===== config.mk =====
export PLATFORM = sky130hd
export DESIGN_NAME = avr_cordic_cell
export DESIGN_NICKNAME = d
export VERILOG_FILES = /design/src/avr_pkg.sv /design/src/avr_cordic_cell.sv
export SDC_FILE = /design/constraint.sdc
export NUM_CORES = 1
export LEC_CHECK = 0
export BUFFER_PORTS_ARGS = -buffer_cell sky130_fd_sc_hd__buf_4
export CORE_ASPECT_RATIO = 0.75
export CORE_MARGIN = 2
export CORE_UTILIZATION = 42
export DETAILED_ROUTE_END_ITERATION = 8
export GPL_TIMING_DRIVEN = 1
export HOLD_SLACK_MARGIN = 0.02
export PLACE_DENSITY = 0.69
export SLEW_MARGIN = 10
export SYNTH_ARGS = -nofsm -noshare
export SYNTH_HDL_FRONTEND = slang
export SYNTH_SLANG_ARGS = --single-unit

===== constraint.sdc =====
create_clock -name clk -period 5.4 [get_ports clk]
set_clock_uncertainty 0.15 [all_clocks]
set_input_delay 0.81 -clock clk [delete_from_list [all_inputs] [get_ports clk]]
set_output_delay 0.81 -clock clk [all_outputs]
set_load 0.02 [all_outputs]

===== src/avr_pkg.sv =====
`default_nettype none
// ----------------------------------------------------------------------------
// avr_pkg
// Shared widths, codes, the CORDIC arctangent table and the record that
// travels down the chain of rotation cells.
// ----------------------------------------------------------------------------
package avr_pkg;

  localparam int COORD_WIDTH   = 32;
  localparam int ANGLE_WIDTH   = 16;
  localparam int CORDIC_STAGES = 16;

  // Internal binary angle is 32 bits wide; the top two bits pick a quadrant.
  localparam int TURN_W   = 32;
  localparam int RESID_W  = TURN_W - 2;
  // CORDIC datapath: Q1.30 values with headroom for growth and sign.
  localparam int CORDIC_W = 34;
  localparam int SHIFT_W  = $clog2(TURN_W);
  // Sine and cosine after clamping, Q1.30 in [-1, 1].
  localparam int TRIG_W   = 32;

  localparam logic signed [CORDIC_W-1:0] GAIN_Q30 = 652032874;
  localparam logic signed [CORDIC_W-1:0] ONE_Q30  = 1073741824;

  typedef logic [1:0] kind_t;
  localparam kind_t KIND_X = 2'd0;
  localparam kind_t KIND_Y = 2'd1;
  localparam kind_t KIND_Z = 2'd2;

  typedef logic [1:0] quad_t;
  localparam quad_t QUAD_FIRST  = 2'd0;
  localparam quad_t QUAD_SECOND = 2'd1;
  localparam quad_t QUAD_THIRD  = 2'd2;
  localparam quad_t QUAD_FOURTH = 2'd3;

  // atan(2^-i) in 32-bit binary angle units.
  localparam logic [TURN_W-1:0] ATAN_TABLE [TURN_W] = '{
    32'h20000000, 32'h12E4051E, 32'h09FB385B, 32'h051111D4, 32'h028B0D43,
    32'h0145D7E1, 32'h00A2F61E, 32'h00517C55, 32'h0028BE53, 32'h00145F2F,
    32'h000A2F98, 32'h000517CC, 32'h00028BE6, 32'h000145F3, 32'h0000A2FA,
    32'h0000517D, 32'h000028BE, 32'h0000145F, 32'h00000A30, 32'h00000518,
    32'h0000028C, 32'h00000146, 32'h000000A3, 32'h00000051, 32'h00000029,
    32'h00000014, 32'h0000000A, 32'h00000005, 32'h00000003, 32'h00000001,
    32'h00000001, 32'h00000000
  };

  // One transaction as it moves from cell to cell.
  typedef struct packed {
    logic                              valid;
    kind_t                             kind;
    quad_t                             quad;
    logic signed [COORD_WIDTH-1:0]     vx;
    logic signed [COORD_WIDTH-1:0]     vy;
    logic signed [COORD_WIDTH-1:0]     vz;
    logic signed [CORDIC_W-1:0]        cx;
    logic signed [CORDIC_W-1:0]        cy;
    logic signed [CORDIC_W-1:0]        cz;
  } avr_stage_t;

endpackage
`default_nettype wire


===== src/avr_cordic_cell.sv =====
`default_nettype none
// ----------------------------------------------------------------------------
// avr_cordic_cell
// One micro-rotation of the CORDIC, registered, with the vector carried along.
// ----------------------------------------------------------------------------
module avr_cordic_cell import avr_pkg::*; (
  input  logic                 clk,
  input  logic                 rst,
  input  logic [SHIFT_W-1:0]   shift,
  input  logic [TURN_W-1:0]    atan_step,
  input  avr_stage_t           prev,
  output avr_stage_t           curr
);

  logic signed [CORDIC_W-1:0] x_in;
  logic signed [CORDIC_W-1:0] y_in;
  logic signed [CORDIC_W-1:0] z_in;
  logic signed [CORDIC_W-1:0] dx;
  logic signed [CORDIC_W-1:0] dy;
  logic signed [CORDIC_W-1:0] step;

  assign x_in = prev.cx;
  assign y_in = prev.cy;
  assign z_in = prev.cz;
  assign dx   = y_in >>> shift;
  assign dy   = x_in >>> shift;
  assign step = $signed({{(CORDIC_W-TURN_W){1'b0}}, atan_step});

  always_ff @(posedge clk) begin
    if (rst) begin
      curr.valid <= 1'b0;
    end else begin
      curr.valid <= prev.valid;
    end
    curr.kind <= prev.kind;
    curr.quad <= prev.quad;
    curr.vx   <= prev.vx;
    curr.vy   <= prev.vy;
    curr.vz   <= prev.vz;
    // Turn towards zero residual angle.
    if (!z_in[CORDIC_W-1]) begin
      curr.cx <= x_in - dx;
      curr.cy <= y_in + dy;
      curr.cz <= z_in - step;
    end else begin
      curr.cx <= x_in + dx;
      curr.cy <= y_in - dy;
      curr.cz <= z_in + step;
    end
  end

endmodule
`default_nettype wire


==> impl_metrics.tcl <==
set metrics [dict create \
    drc_errors 0 \
    multi_input_comb_area_mm2 0.0118 \
    setup_slack_ns 0.106 \
    rsz0062_at_grt "true" \
    grt.total_usage_pct 33.9 \
    yosys_warnings 0 \
    fillers 3140 \
    pre_cts_ws_ns -0.533 \
    die_y_um 174 \
    min_period_over_period_pct 98.0 \
    htree_levels 1 \
    rows 62 \
    place.port_buffers 444 \
    synth_edf_count 0 \
    initial_core_util_pct 42.5 \
    syn_nets 2142 \
    area.growth.synth_to_final_pct 55.2 \
    regArea_mm2 0.00406 \
    syn_inst 1795 \
    hold_violations 0 \
    antenna_found_initial 1 \
    root_buffer "clkbuf_16" \
    cap_viol_max_count 0 \
    ios 445 \
    regMostFlops "curr" \
    final_cells 3241 \
    end_kind "flip-flop" \
    cts_buffer_depth 3 \
    cts_tree "done" \
    finalWirelength_mm 71.4 \
    worstMarginPinSlew_ns 0.819 \
    drt-pass1-iter-count 6 \
    via_per_inst 5.71 \
    criticalPathCategory "in -> reg" \
    startpoint "shift[1]" \
    avgRoutedWirePerCell_um 22.0 \
    utilization_pct 66.0 \
    setup_viol 0 \
    crit_path_start_kind "input port" \
    ys.flop_type "dfxtp_1" \
    antenna_left 0 \
    holdCritPathClass "in -> reg" \
    cts_sinks 203 \
    min_from "prev[192]" \
    finalSetupTns_ns 0 \
    hpwl_mm 58.6 \
    status "complete, no violations" \
    worstPathMaxFanout 6 \
    crit_required_ns 5.66 \
    ys_seq_area_share_pct 25.1 \
    fmax_mhz 189 \
    ir_drop_uv 358 \
    synthesis.area_mm2 0.0162 \
    grt_pass1_vias 18000 \
    grt-ovfl-total 0 \
    power_leakage_nw 11.9 \
    cts_hold_buffers 0 \
    arrival_ns 5.56 \
    slew_headroom_pct 45.0 \
    fin_crit_ns 5.29 \
    place_inst 3195 \
    ys_types 95 \
    die-area_mm2 0.0402 \
    p_per_area_mw_per_mm2 307 \
    finalMaxSlewViolations 0 \
    cts-buffers-inserted 21 \
    drive_gt1_share_pct 44.5 \
    synth-async-reset-ratio_pct 0 \
    drt-initial-drc-count 1745 \
    top_regs "curr: 203 flops" \
    diodes 0 \
    grt_max_degree 45 \
    grt_pass1_wl_mm 106 \
    ys_ff_latch 203 \
    vias 18500 \
    synth_area_per_cell_um2 9.04 \
    largest_reg_flops 203 \
    clkTransAtPathRegs_ns 0.07 \
    fin_nets 3061 \
    dieWidth_um 231 \
    core_area_mm2 0.0382 \
    gp_congestion 0.981 \
]
## critical path, stage by stage
cell,delay [ns]
buf_6,0.13
clkbuf_16,0.17
mux4_2,0.55
mux2i_4,0.23
buf_4,0.17
o21ai_0,0.09
a21oi_1,0.26
buf_4,0.16
and3_1,0.20
and3_1,0.27
buf_4,0.15
nor2_1,0.04
xnor2_1,0.14
ha_1,0.29
nand2_1,0.09
a211o_1,0.31
o21ai_2,0.23
a21oi_2,0.12
o2111ai_2,0.26
nand2_1,0.10
o211ai_1,0.35
nor2_1,0.08
or3_1,0.35
## path summary, 6_finish.rpt
kind	to	slack [ns]	cells after the start
hold / removal	curr[192]	0.22	1
setup / recovery	curr[100]	0.11	23
## power breakdown
| group | leakage (nW) | switching, mW | internal, mW |
|---|---|---|---|
| combinational | 9.83 | 2.11 | 1.96 |
| clock | 0.383 | 0.639 | 1.03 |
| sequential | 1.71 | 0.123 | 1.86 |
## per-layer routing
| layer | track usage, % | wire, um | vias to the layer above |
|---|---|---|---|
| li1 | - | - | 8554 |
| met1 | 47.6 | 31200 | 8821 |
| met2 | 52.4 | 30900 | 989 |
| met3 | 7.55 | 6990 | 130 |
| met4 | 8.98 | 2250 | 0 |
| met5 | 0 | 0 | - |
## synthesized netlist by cell type, types with 11 or more instances
master / n / area [um^2]
nand4_1: 13 / 81.3
a31oi_1: 32 / 200
mux4_2: 85 / 1910
xor2_1: 79 / 692
xnor2_1: 87 / 762
o22ai_1: 15 / 93.8
o21a_1: 25 / 188
o21bai_1: 13 / 97.6
nand2_1: 133 / 499
o21ai_0: 78 / 390
dfxtp_1: 203 / 4060
mux2i_1: 69 / 691
and3_1: 21 / 131
nor3_1: 38 / 190
nand3_1: 41 / 205
ha_1: 102 / 1280
clkbuf_1: 45 / 169
mux2_2: 21 / 236
a21o_1: 56 / 420
nand2b_1: 17 / 106
and2_1: 16 / 100
buf_2: 24 / 120
nor2b_1: 18 / 113
inv_1: 52 / 195
or3_1: 11 / 68.8
a21oi_1: 146 / 731
o211ai_1: 17 / 128
a211oi_1: 19 / 143
nor2_1: 142 / 533
## timing repair
action,4_1_cts,5_1_grt
pin swaps,0,26
gates cloned,0,3
setup buffers,0,5
gates resized for setup,1,54
setup endpoints to repair,2,23
## final cells by class
type | instances | share of cell area [%]
multi-input combinational | 1447 | 46.9
timing repair buffer | 989 | 30.5
sequential | 203 | 16.1
tap | 512 | 2.54
clock buffer | 25 | 2.23
clock inverter | 13 | 0.914
inverter | 52 | 0.775
## cell families (layout without fill, tap and decap cells)
| family | Yosys count | after routing | share of synthesized area (%) |
|---|---|---|---|
| adders and majority gates | 105 | 105 | 8.24 |
| DFF | 203 | 203 | 25.1 |
| muxes | 180 | 180 | 18.2 |
| xor gates and xnor gates | 166 | 166 | 8.96 |
| and+or+nand+nor | 496 | 496 | 15.0 |
| buffers and inverters | 145 | 1079 | 4.17 |
| AOI/OAI and AO/OA | 500 | 500 | 20.3 |
## cell usage in the layout (no fill, tap or decap), types with 6 or more instances in the layout
cell type / instances
buf_4: 967
dfxtp_1: 203
nor2_1: 141
a21oi_1: 137
nand2_1: 133
ha_1: 100
xnor2_1: 87
mux4_2: 86
xor2_1: 79
o21ai_0: 65
mux2i_1: 64
a21o_1: 56
inv_1: 51
nand3_1: 39
nor3_1: 37
a31oi_1: 32
o21a_1: 25
clkbuf_16: 24
mux2_2: 21
and3_1: 20
nor2b_1: 18
nand2b_1: 17
o211ai_1: 17
and2_1: 15
o22ai_1: 15
buf_12: 15
a211oi_1: 13
nand4_1: 13
o21bai_1: 13
or3_1: 11
a21oi_2: 9
o21ai_1: 8
o21ai_2: 8
a211oi_2: 7
a221o_1: 7
nor4_1: 6
a21boi_0: 6
bufinv_16: 6
## per-stage QoR
stage               power, mW  instance area [um^2]  hold WS, ns
finish                   7.72                 25200        0.224
floorplan                4.01                 16300        0.688
detailed placement       5.94                 24000        0.765
global placement         5.90                 24000        0.764
global route             8.10                 25200        0.202
CTS                      7.65                 24800        0.203
Note: power is estimated with default switching activity, not from simulation.
